### src/rtl/delta_list_task_timer_queue_assert.svh
// ----------------------------------------------------------------------------
// Assertion macros for the delta-list timer queue.
// Each macro compiles away when SYNTH is defined.
// ----------------------------------------------------------------------------
`ifndef DELTA_LIST_TASK_TIMER_QUEUE_ASSERT_SVH
`define DELTA_LIST_TASK_TIMER_QUEUE_ASSERT_SVH

`ifndef SYNTH

// Clocked check that is switched off while reset is high.
`define DLTQ_ASSERT(lbl, clk, rst, prop, msg) \
  lbl: assert property (@(posedge clk) disable iff (rst) prop) else $error(msg);

// Clocked check that also runs during reset.
`define DLTQ_ASSERT_ALWAYS(lbl, clk, prop, msg) \
  lbl: assert property (@(posedge clk) prop) else $error(msg);

`else

`define DLTQ_ASSERT(lbl, clk, rst, prop, msg)
`define DLTQ_ASSERT_ALWAYS(lbl, clk, prop, msg)

`endif

`endif

### src/rtl/dltq_pkg.sv
`timescale 1ns / 1ps
// ----------------------------------------------------------------------------
// dltq_pkg
// Types and fixed constants shared by the delta-list timer queue modules.
// ----------------------------------------------------------------------------
package dltq_pkg;

  localparam int TASK_W    = 8;
  localparam int TICKS_W   = 16;
  localparam int MS_W      = 20;
  localparam int CMD_W     = 2;
  localparam int CNT_OUT_W = 5;
  localparam int OP_W      = 2;

  // Item commands.
  localparam logic [CMD_W-1:0] CMD_ADD      = 2'd0;
  localparam logic [CMD_W-1:0] CMD_TICK     = 2'd1;
  localparam logic [CMD_W-1:0] CMD_DISPATCH = 2'd2;
  localparam logic [CMD_W-1:0] CMD_DELETE   = 2'd3;

  // Operations broadcast to the cell row.
  localparam logic [OP_W-1:0] OP_HOLD   = 2'd0;
  localparam logic [OP_W-1:0] OP_TICK   = 2'd1;
  localparam logic [OP_W-1:0] OP_INSERT = 2'd2;
  localparam logic [OP_W-1:0] OP_REMOVE = 2'd3;

  typedef struct packed {
    logic [CMD_W-1:0]  command;
    logic [TASK_W-1:0] task_id;
    logic [MS_W-1:0]   delay_ms;
    logic [MS_W-1:0]   period_ms;
  } dltq_req_t;

  typedef struct packed {
    logic                 fired;
    logic [TASK_W-1:0]    fired_task;
    logic                 status;
    logic [CNT_OUT_W-1:0] task_count;
  } dltq_rsp_t;

  typedef struct packed {
    logic [TASK_W-1:0]  tid;
    logic [TICKS_W-1:0] delta;
    logic [TICKS_W-1:0] period;
  } dltq_entry_t;

  typedef struct packed {
    logic [OP_W-1:0] op;
    dltq_entry_t     ins;
  } dltq_ctl_t;

  // Where a cell sits relative to the operation pointer.
  typedef struct packed {
    logic at;
    logic above;
    logic succ;
  } dltq_cell_pos_t;

endpackage

### src/rtl/delta_list_task_timer_queue.sv
`timescale 1ns / 1ps
// ----------------------------------------------------------------------------
// delta_list_task_timer_queue
// Time-ordered task queue kept as a delta list in a row of shifting cells.
// ----------------------------------------------------------------------------
// Usage:
//   req carries one command item (add, tick, dispatch, delete) on a
//   valid/ready channel; rsp returns exactly one result item per command
//   with the fired flag, the fired task id, the add status and the count.
//   The queue lives in MAX_TASKS cells that shift by one slot on insert and
//   remove. A sequencer walks a pointer along the row, one cell per cycle,
//   to find the insert place or the entries to delete.
//   An add scales milliseconds to ticks with a registered multiply, walks
//   past the entries that expire no later than it, then inserts; a delete
//   walks the live entries and removes each match, and a periodic dispatch
//   removes the head and re-queues it as an add. Tick acts on the head.
//   One item is worked on at a time; req_ready is high only when idle.
//   The result sits in an output register, so a new item is accepted while
//   it waits; a finished item holds in place while rsp is stalled.
//   Reset empties the queue at once; no clearing pass is needed.
// ----------------------------------------------------------------------------
module delta_list_task_timer_queue #(
  parameter int MAX_TASKS = 16,
  parameter int TICK_MS   = 10
) (
  input  logic                 clk,
  input  logic                 rst,
  input  logic                 req_valid,
  output logic                 req_ready,
  input  dltq_pkg::dltq_req_t  req,
  output logic                 rsp_valid,
  input  logic                 rsp_ready,
  output dltq_pkg::dltq_rsp_t  rsp
);
  import dltq_pkg::*;
  `include "delta_list_task_timer_queue_assert.svh"

  localparam int CNT_W = $clog2(MAX_TASKS + 1);
  localparam int IDX_W = $clog2(MAX_TASKS);

  localparam logic [2:0] S_IDLE   = 3'd0;
  localparam logic [2:0] S_SCALE  = 3'd1;
  localparam logic [2:0] S_TICK   = 3'd2;
  localparam logic [2:0] S_DISP   = 3'd3;
  localparam logic [2:0] S_SEEK   = 3'd4;
  localparam logic [2:0] S_DEL    = 3'd5;
  localparam logic [2:0] S_FINISH = 3'd6;

  logic [2:0]          state, state_next;
  logic [CNT_W-1:0]    count, count_next;
  logic [CNT_W-1:0]    ptr, ptr_next;
  logic [TASK_W-1:0]   cur_id, cur_id_next;
  logic [TICKS_W-1:0]  acc_delta, acc_delta_next;
  logic [TICKS_W-1:0]  acc_period, acc_period_next;
  logic                fired, fired_next;
  logic [TASK_W-1:0]   fired_task, fired_task_next;
  logic                status, status_next;
  logic                rsp_load;

  logic [TICKS_W-1:0]  delay_ticks;
  logic [TICKS_W-1:0]  period_ticks;
  logic                accept;

  dltq_ctl_t           ctl;
  dltq_entry_t         cell_q [MAX_TASKS];
  dltq_cell_pos_t      cell_pos [MAX_TASKS];
  dltq_entry_t         sel;
  logic                ptr_live;

  assign req_ready = (state == S_IDLE);
  assign accept    = req_valid && req_ready;
  assign sel       = cell_q[ptr[IDX_W-1:0]];
  assign ptr_live  = (ptr < count);

  dltq_scale #(.TICK_MS(TICK_MS)) u_scale_delay (
    .clk   (clk),
    .load  (accept),
    .ms    (req.delay_ms),
    .ticks (delay_ticks)
  );

  dltq_scale #(.TICK_MS(TICK_MS)) u_scale_period (
    .clk   (clk),
    .load  (accept),
    .ms    (req.period_ms),
    .ticks (period_ticks)
  );

  for (genvar i = 0; i < MAX_TASKS; i++) begin : g_cell
    dltq_entry_t left_q;
    dltq_entry_t right_q;

    if (i == 0) begin : g_first
      assign left_q = cell_q[i];
    end else begin : g_inner_l
      assign left_q = cell_q[i-1];
    end

    if (i == MAX_TASKS - 1) begin : g_last
      assign right_q = cell_q[i];
    end else begin : g_inner_r
      assign right_q = cell_q[i+1];
    end

    assign cell_pos[i].at    = (ptr == CNT_W'(i));
    assign cell_pos[i].above = (ptr < CNT_W'(i));
    assign cell_pos[i].succ  = (({1'b0, ptr} + 1'b1) == (CNT_W + 1)'(i));

    dltq_cell u_cell (
      .clk   (clk),
      .ctl   (ctl),
      .pos   (cell_pos[i]),
      .left  (left_q),
      .right (right_q),
      .entry (cell_q[i])
    );
  end

  always_comb begin
    state_next      = state;
    count_next      = count;
    ptr_next        = ptr;
    cur_id_next     = cur_id;
    acc_delta_next  = acc_delta;
    acc_period_next = acc_period;
    fired_next      = fired;
    fired_task_next = fired_task;
    status_next     = status;
    rsp_load        = 1'b0;
    ctl.op          = OP_HOLD;
    ctl.ins.tid     = cur_id;
    ctl.ins.delta   = acc_delta;
    ctl.ins.period  = acc_period;

    case (state)
      S_IDLE: begin
        if (req_valid) begin
          ptr_next        = '0;
          cur_id_next     = req.task_id;
          fired_next      = 1'b0;
          fired_task_next = '0;
          status_next     = 1'b0;
          case (req.command)
            CMD_ADD:      state_next = S_SCALE;
            CMD_TICK:     state_next = S_TICK;
            CMD_DISPATCH: state_next = S_DISP;
            CMD_DELETE:   state_next = S_DEL;
            default:      state_next = S_DEL;
          endcase
        end
      end
      S_SCALE: begin
        if (count >= CNT_W'(MAX_TASKS)) begin
          status_next = 1'b1;
          state_next  = S_FINISH;
        end else begin
          acc_delta_next  = delay_ticks;
          acc_period_next = period_ticks;
          state_next      = S_SEEK;
        end
      end
      S_TICK: begin
        if (count != '0) begin
          ctl.op = OP_TICK;
        end
        state_next = S_FINISH;
      end
      S_DISP: begin
        if ((count != '0) && (cell_q[0].delta == '0)) begin
          fired_next      = 1'b1;
          fired_task_next = cell_q[0].tid;
          ctl.op          = OP_REMOVE;
          count_next      = count - 1'b1;
          if (cell_q[0].period != '0) begin
            // A periodic task goes back in as a fresh add of its period.
            cur_id_next     = cell_q[0].tid;
            acc_delta_next  = cell_q[0].period;
            acc_period_next = cell_q[0].period;
            state_next      = S_SEEK;
          end else begin
            state_next = S_FINISH;
          end
        end else begin
          state_next = S_FINISH;
        end
      end
      S_SEEK: begin
        // Pass every entry that expires no later than the new one.
        if (ptr_live && (acc_delta >= sel.delta)) begin
          acc_delta_next = acc_delta - sel.delta;
          ptr_next       = ptr + 1'b1;
        end else begin
          ctl.op     = OP_INSERT;
          count_next = count + 1'b1;
          state_next = S_FINISH;
        end
      end
      S_DEL: begin
        if (ptr_live) begin
          if (sel.tid == cur_id) begin
            ctl.op     = OP_REMOVE;
            count_next = count - 1'b1;
          end else begin
            ptr_next = ptr + 1'b1;
          end
        end else begin
          state_next = S_FINISH;
        end
      end
      S_FINISH: begin
        if (!rsp_valid || rsp_ready) begin
          rsp_load   = 1'b1;
          state_next = S_IDLE;
        end
      end
      default: begin
        state_next = S_IDLE;
      end
    endcase
  end

  always_ff @(posedge clk) begin
    if (rst) begin
      state     <= S_IDLE;
      count     <= '0;
      rsp_valid <= 1'b0;
    end else begin
      state <= state_next;
      count <= count_next;
      if (rsp_load) begin
        rsp_valid <= 1'b1;
      end else if (rsp_ready) begin
        rsp_valid <= 1'b0;
      end
    end
  end

  always_ff @(posedge clk) begin
    ptr        <= ptr_next;
    cur_id     <= cur_id_next;
    acc_delta  <= acc_delta_next;
    acc_period <= acc_period_next;
    fired      <= fired_next;
    fired_task <= fired_task_next;
    status     <= status_next;
    if (rsp_load) begin
      rsp.fired      <= fired;
      rsp.fired_task <= fired_task;
      rsp.status     <= status;
      rsp.task_count <= CNT_OUT_W'(count);
    end
  end

  `DLTQ_ASSERT(a_busy_after_accept, clk, rst, (req_valid && req_ready) |=> !req_ready, "item accepted while busy")
  `DLTQ_ASSERT(a_insert_has_room, clk, rst, (ctl.op == OP_INSERT) |-> (count < CNT_W'(MAX_TASKS)), "insert into a full queue")
  `DLTQ_ASSERT(a_remove_in_range, clk, rst, (ctl.op == OP_REMOVE) |-> (ptr < count), "remove beyond the queue tail")
  `DLTQ_ASSERT(a_fire_not_reject, clk, rst, rsp_valid |-> !(rsp.fired && rsp.status), "fired and rejected together")

endmodule

### src/rtl/dltq_cell.sv
`timescale 1ns / 1ps
// ----------------------------------------------------------------------------
// dltq_cell
// One slot of the delta list; shifts with its neighbors on insert and remove.
// ----------------------------------------------------------------------------
module dltq_cell (
  input  logic                       clk,
  input  dltq_pkg::dltq_ctl_t        ctl,
  input  dltq_pkg::dltq_cell_pos_t   pos,
  input  dltq_pkg::dltq_entry_t      left,
  input  dltq_pkg::dltq_entry_t      right,
  output dltq_pkg::dltq_entry_t      entry
);
  import dltq_pkg::*;

  dltq_entry_t        entry_next;
  logic [TICKS_W:0]   fold_sum;

  // A removed entry hands its delay to the one that slides into its place.
  assign fold_sum = {1'b0, right.delta} + {1'b0, entry.delta};

  always_comb begin
    entry_next = entry;
    case (ctl.op)
      OP_TICK: begin
        if (pos.at && (entry.delta != '0)) begin
          entry_next.delta = entry.delta - 1'b1;
        end
      end
      OP_INSERT: begin
        if (pos.at) begin
          entry_next = ctl.ins;
        end else if (pos.above) begin
          entry_next = left;
          if (pos.succ) begin
            entry_next.delta = left.delta - ctl.ins.delta;
          end
        end
      end
      OP_REMOVE: begin
        if (pos.at) begin
          entry_next = right;
          entry_next.delta = fold_sum[TICKS_W] ? '1 : fold_sum[TICKS_W-1:0];
        end else if (pos.above) begin
          entry_next = right;
        end
      end
      default: begin
        entry_next = entry;
      end
    endcase
  end

  always_ff @(posedge clk) begin
    entry <= entry_next;
  end

endmodule

### src/rtl/dltq_scale.sv
`timescale 1ns / 1ps
// ----------------------------------------------------------------------------
// dltq_scale
// Converts milliseconds to ticks by reciprocal multiply, saturating at 16 bits.
// ----------------------------------------------------------------------------
module dltq_scale #(
  parameter int TICK_MS = 10
) (
  input  logic                          clk,
  input  logic                          load,
  input  logic [dltq_pkg::MS_W-1:0]     ms,
  output logic [dltq_pkg::TICKS_W-1:0]  ticks
);
  import dltq_pkg::*;

  // With this shift the rounded-up reciprocal gives the exact floor for every
  // input below 2**MS_W, and the reciprocal fits in MS_W + 2 bits.
  localparam int TICK_SHIFT = MS_W + $clog2(TICK_MS);
  localparam int RECIP_W    = MS_W + 2;
  localparam int PROD_W     = MS_W + RECIP_W;
  localparam longint unsigned RECIP_L =
    ((64'd1 << TICK_SHIFT) + 64'(TICK_MS) - 64'd1) / 64'(TICK_MS);
  localparam logic [RECIP_W-1:0] TICK_RECIP = RECIP_W'(RECIP_L);

  logic [PROD_W-1:0] prod;
  logic [PROD_W-1:0] quot;

  always_ff @(posedge clk) begin
    if (load) begin
      prod <= PROD_W'(ms) * PROD_W'(TICK_RECIP);
    end
  end

  assign quot  = prod >> TICK_SHIFT;
  assign ticks = (|quot[PROD_W-1:TICKS_W]) ? '1 : quot[TICKS_W-1:0];

endmodule

### config.mk
export PLATFORM = sky130hd
export DESIGN_NAME = delta_list_task_timer_queue
export DESIGN_NICKNAME = d
export VERILOG_FILES = /design/src/rtl/dltq_pkg.sv /design/src/rtl/delta_list_task_timer_queue.sv /design/src/rtl/dltq_cell.sv /design/src/rtl/dltq_scale.sv
export VERILOG_INCLUDE_DIRS = /design/src /design/src/rtl
export SDC_FILE = /design/constraint.sdc
export NUM_CORES = 2
export LEC_CHECK = 0
export ABC_CLOCK_PERIOD_IN_PS = 16650
export BUFFER_PORTS_ARGS = -buffer_cell sky130_fd_sc_hd__buf_2
export CORE_ASPECT_RATIO = 0.75
export CORE_MARGIN = 2
export CORE_UTILIZATION = 58
export CTS_CLUSTER_DIAMETER = 200
export DETAILED_ROUTE_END_ITERATION = 8
export HOLD_SLACK_MARGIN = 0.08
export PLACE_DENSITY = 0.73
export SLEW_MARGIN = 40
export SYNTH_ARGS = -nofsm -noshare
export SYNTH_HDL_FRONTEND = slang
export SYNTH_SLANG_ARGS = --single-unit
### constraint.sdc
create_clock -name clk -period 16.65 [get_ports clk]
set_input_delay 3.33 -clock clk [delete_from_list [all_inputs] [get_ports clk]]
set_output_delay 3.33 -clock clk [all_outputs]
set_load 0.02 [all_outputs]
==> run summary <==
The worst relative slew slack came out at 32.1%. Counting flops with a built-in enable in the synthesized netlist gives 744. The die area came out at 0.146 mm². The sequential share of power is 19.8%.

The number of buffers and inverters on the critical path came out at 5. In this run the vertical extent of the chip is 332 µm. The portion of the post-synthesis area used by sequential elements came out at 27.1%. The fraction of the core area covered by cells at the end of the flow is 62.1%.

The most common library cell in the layout ignoring fill and taps is sky130_fd_sc_hd__nand2_1. The largest net degree at the start of global routing is 183. Setup violations remaining at the end of the flow were counted as 0. The number of H-tree branching levels is 3. Setup repair after global routing left no endpoint under its margin. The synthesized cell area is 0.0830 mm². The total power draw came out at 0.0158 W. During synthesis, Yosys emitted a total of 0 warnings.

The final worst-path cycle share came out at 54.9%. The final-report hold violation count came to 0. The die is 441 µm wide. The placement row count came out at 120. The clock root buffer master is sky130_fd_sc_hd__clkbuf_16. The relative contribution of combinational cells to total power came out at 67.7%. The critical path in this run is classified as in2reg. The final route contains 75184 vias.

The count of input and output buffers came out at 70. The data arrival time of the critical path is 9.61 ns. The number of iterations in the first detailed-routing pass came out at 7. The worst-case IR drop observed on VDD is 0.309 mV. The top cell types in the final layout, fill and taps aside, are 923 x sky130_fd_sc_hd__nand2_1, 921 x sky130_fd_sc_hd__ha_1, 744 x sky130_fd_sc_hd__edfxtp_1, 622 x sky130_fd_sc_hd__o21ai_0, 562 x sky130_fd_sc_hd__inv_1. The transition time at the pin with the least slew margin came out at 1.01 ns. The total non-filler cell area in the finished layout came out at 0.0884 mm². Compared with the post-synthesis result, the final layout area differs by 6.54%. In the synthesized netlist, the number of instances is 8959. The slowest stage of the critical path belongs to the cell sky130_fd_sc_hd__o311ai_1. The final-layout setup total negative slack came out at 0 ns. A synthesized cell averages 9.26 µm². The required arrival time at the worst endpoint is 17.12 ns. The overall overflow remaining after global route is 0.

In this run the worst path has a maximum fanout of 5. The count of cell types in the netlist is 97. Cell internal power was estimated by the tool at 0.00780 W.

The clock net in this run drives a total of 753 sinks. The most used flip-flop cell after synthesis is sky130_fd_sc_hd__edfxtp_1. The effective utilization at floorplan came out at 58.3%. The number of nets in the synthesized netlist came out at 10226. The cell area power density came out at 178 mW/mm².

The worst clock skew on the final layout came out at 0.0642 ns. The worst setup path is captured at a flop. The static leakage came out at 36.0 nW. The synthesized design contains 753 register bits. The insertion delay of the later-clocked pin in the worst-skew pair came out at 0.78 ns. The clock input transition at the sequential cells of the worst setup and hold paths is 0.07 ns. The net switching share of the total power came out at 50.5%. The minimum clock period after layout is 9.14 ns. The path class of the tightest hold or removal check is reg2reg. Traced cell by cell, the critical path runs through buf_2 > ha_1 > fa_1 > ha_1 > inv_1 > fa_1 > inv_1 > fa_1 > fa_1 > inv_1 > fa_1 > inv_1 > ha_1 > a21oi_1 > o21ai_0 > a221oi_1 > nor2_1 > o311ai_1 > a21oi_1 > o2111ai_1 > nand3b_1 > a21oi_1 > xnor2_1. The setup slack after placement is 6.68 ns. Across all setup checks in the final design, the least slack found is 7.51 ns. The flow ran to the end, and the final reports show no timing, DRC or antenna violations.

The placer congestion estimate is 1.06. The final net count came out at 10095. The total length of routed wires is 316 mm.

The area of the core is 0.142 mm². Hold repair after CTS inserted 0 buffers. The HPWL after detailed placement is 231 mm. In this run, the number of DRC markers left after iteration 0 of detailed routing was 11205. The number of antenna violations at the first check in global routing is 25.

The count of fill cells added during filler insertion came out at 12070. The via count of the first global-routing pass is 70797. The CTS tree is done. The kind of cell with the highest combined delay along the critical path is adder cells. The largest incremental delay on the critical path came out at 0.67 ns. The residual antenna-violating net count after detailed routing came out at 0. The post-place instance area came out at 0.0855 mm².

Based on the critical path, the design can be clocked at up to 109 MHz. The analysis attributes to net switching a power of 0.00796 W. The detailed-route vias per instance is 6.96. The quantity of gates resized following cts came out at 0. The detail-routed net length per standard cell is 29.3 µm. The clock buffer count from CTS came out at 85. The total global-route track usage is 42.3%. The total setup buffers inserted after CTS came out at 0. The share of flip-flops with an asynchronous set or reset after synthesis is 0%.

The area used by sequential logic in the layout came out at 0.0225 mm². The total count of max-transition violations in the final report came out at 0. The first-pass GRT wire length is 465 mm.

The area occupied by multi-input gates came out at 0.0566 mm². The post-detailed-route DRC marker count is 0. The clock network fraction of total power is 12.5%.

The worst setup path is launched from an input port. Counting along the longest clock path gives a buffer depth of 3. The share of cells above drive strength 1 came out at 7.61%. The most numerous cell type found on the critical path is sky130_fd_sc_hd__fa_1. The I/O pin total came out at 71. The number of max-cap violations is 0.
## cells by family after synthesis
| group | after synthesis | synth area share (%) |
|---|---|---|
| and+or+nand+nor | 2266 | 12.5 |
| adders and majority gates | 1213 | 20.9 |
| xor gates and xnor gates | 637 | 6.72 |
| DFF | 753 | 27.1 |
| muxes | 525 | 7.97 |
| buffers and inverters | 1063 | 5.16 |
| AOI/OAI and AO/OA | 2502 | 19.6 |
## flip-flops by register name, summed over array words and instances, names as in the netlist
| name | flops |
|---|---|
| g_cell.u_cell.entry | 640 |
| u_scale_delay.prod | 17 |
| u_scale_period.prod | 17 |
| acc_delta | 16 |
| acc_period | 16 |
| rsp | 15 |
| cur_id | 8 |
| fired_task | 8 |
| count | 5 |
| ptr | 5 |
| state | 3 |
| fired | 1 |
| rsp_valid | 1 |
| status | 1 |
## through the flow
step	cells	hold slack (ns)
6_report	10804	0.500
5_1_grt	10789	0.487
4_1_cts	10788	0.491
2_1_floorplan	8959	0.400
3_5_place_dp	10631	0.468
3_3_place_gp	10627	0.468
## routing by layer
metal  routed length (µm)  track usage, %  up-vias
met2               125000            58.1     5333
met1               125000            60.4    35873
li1                     -               -    32967
met4                19000            20.6       22
met5                  147               0        -
met3                46600            12.4      989
## cell usage after synthesis, types with 26 or more instances
cell type	number	share of area (%)
sky130_fd_sc_hd__nand2_1	935	4.2
sky130_fd_sc_hd__ha_1	922	14
sky130_fd_sc_hd__edfxtp_1	744	27
sky130_fd_sc_hd__o21ai_0	622	3.8
sky130_fd_sc_hd__inv_1	567	2.6
sky130_fd_sc_hd__nor2_1	512	2.3
sky130_fd_sc_hd__a21oi_1	471	2.8
sky130_fd_sc_hd__mux2i_1	383	4.6
sky130_fd_sc_hd__xnor2_1	375	4.0
sky130_fd_sc_hd__clkbuf_1	345	1.6
sky130_fd_sc_hd__fa_1	291	7.0
sky130_fd_sc_hd__xor2_1	262	2.8
sky130_fd_sc_hd__o211ai_1	231	2.1
sky130_fd_sc_hd__nor3_1	171	1.0
sky130_fd_sc_hd__o22ai_1	164	1.2
sky130_fd_sc_hd__a21o_1	142	1.3
sky130_fd_sc_hd__nand3_1	140	0.84
sky130_fd_sc_hd__o221ai_1	139	1.5
sky130_fd_sc_hd__a211oi_1	131	1.2
sky130_fd_sc_hd__mux4_2	105	2.8
sky130_fd_sc_hd__o21a_1	97	0.88
sky130_fd_sc_hd__a31oi_1	80	0.60
sky130_fd_sc_hd__nand2b_1	79	0.60
sky130_fd_sc_hd__or3_1	75	0.57
sky130_fd_sc_hd__buf_2	72	0.43
sky130_fd_sc_hd__nor2b_1	69	0.52
sky130_fd_sc_hd__nor4_1	61	0.46
sky130_fd_sc_hd__and2_1	50	0.38
sky130_fd_sc_hd__o21ai_1	43	0.26
sky130_fd_sc_hd__o21bai_1	43	0.39
sky130_fd_sc_hd__buf_4	42	0.38
sky130_fd_sc_hd__a221oi_1	40	0.42
sky130_fd_sc_hd__or4_1	40	0.36
sky130_fd_sc_hd__mux2_2	37	0.50
sky130_fd_sc_hd__and3_1	29	0.22
sky130_fd_sc_hd__o31ai_1	29	0.26
sky130_fd_sc_hd__o31a_1	26	0.27
## power groups by stage
stage	Combinational [W]	Sequential [W]	Clock (W)
final	0.0107	0.00312	0.00197
after global routing	0.0115	0.00313	0.00203
after CTS	0.0103	0.00309	0.00197
after detailed placement	0.0102	0.00313	0
after global placement	0.0101	0.00312	0
after floorplan	0.00719	0.00293	0
## path summary, 6_finish.rpt
path / startpoint / end / slack [ns] / depth (start not counted)
setup / recovery: req[31] / u_scale_delay.prod[39] / 7.51 / 23
hold / removal: fired / rsp[14] / 0.50 / 0
setup reg to reg: ptr[1] / g_cell[7].u_cell.entry[27] / 9.17 / 17
hold reg to reg: fired / rsp[14] / 0.50 / 0
## area by class of cell
| type | instances | share of cell area (%) |
|---|---|---|
| Inverter | 571 | 2.43 |
| Tap cell | 1891 | 2.68 |
| Timing Repair Buffer | 274 | 2.28 |
| Multi-Input combinational cell | 7143 | 64.0 |
| Clock buffer | 107 | 2.50 |
| Sequential cell | 753 | 25.5 |
| Clock inverter | 50 | 0.649 |
| Antenna cell | 15 | 0.0424 |
Note: power is estimated with default switching activity, not from simulation.
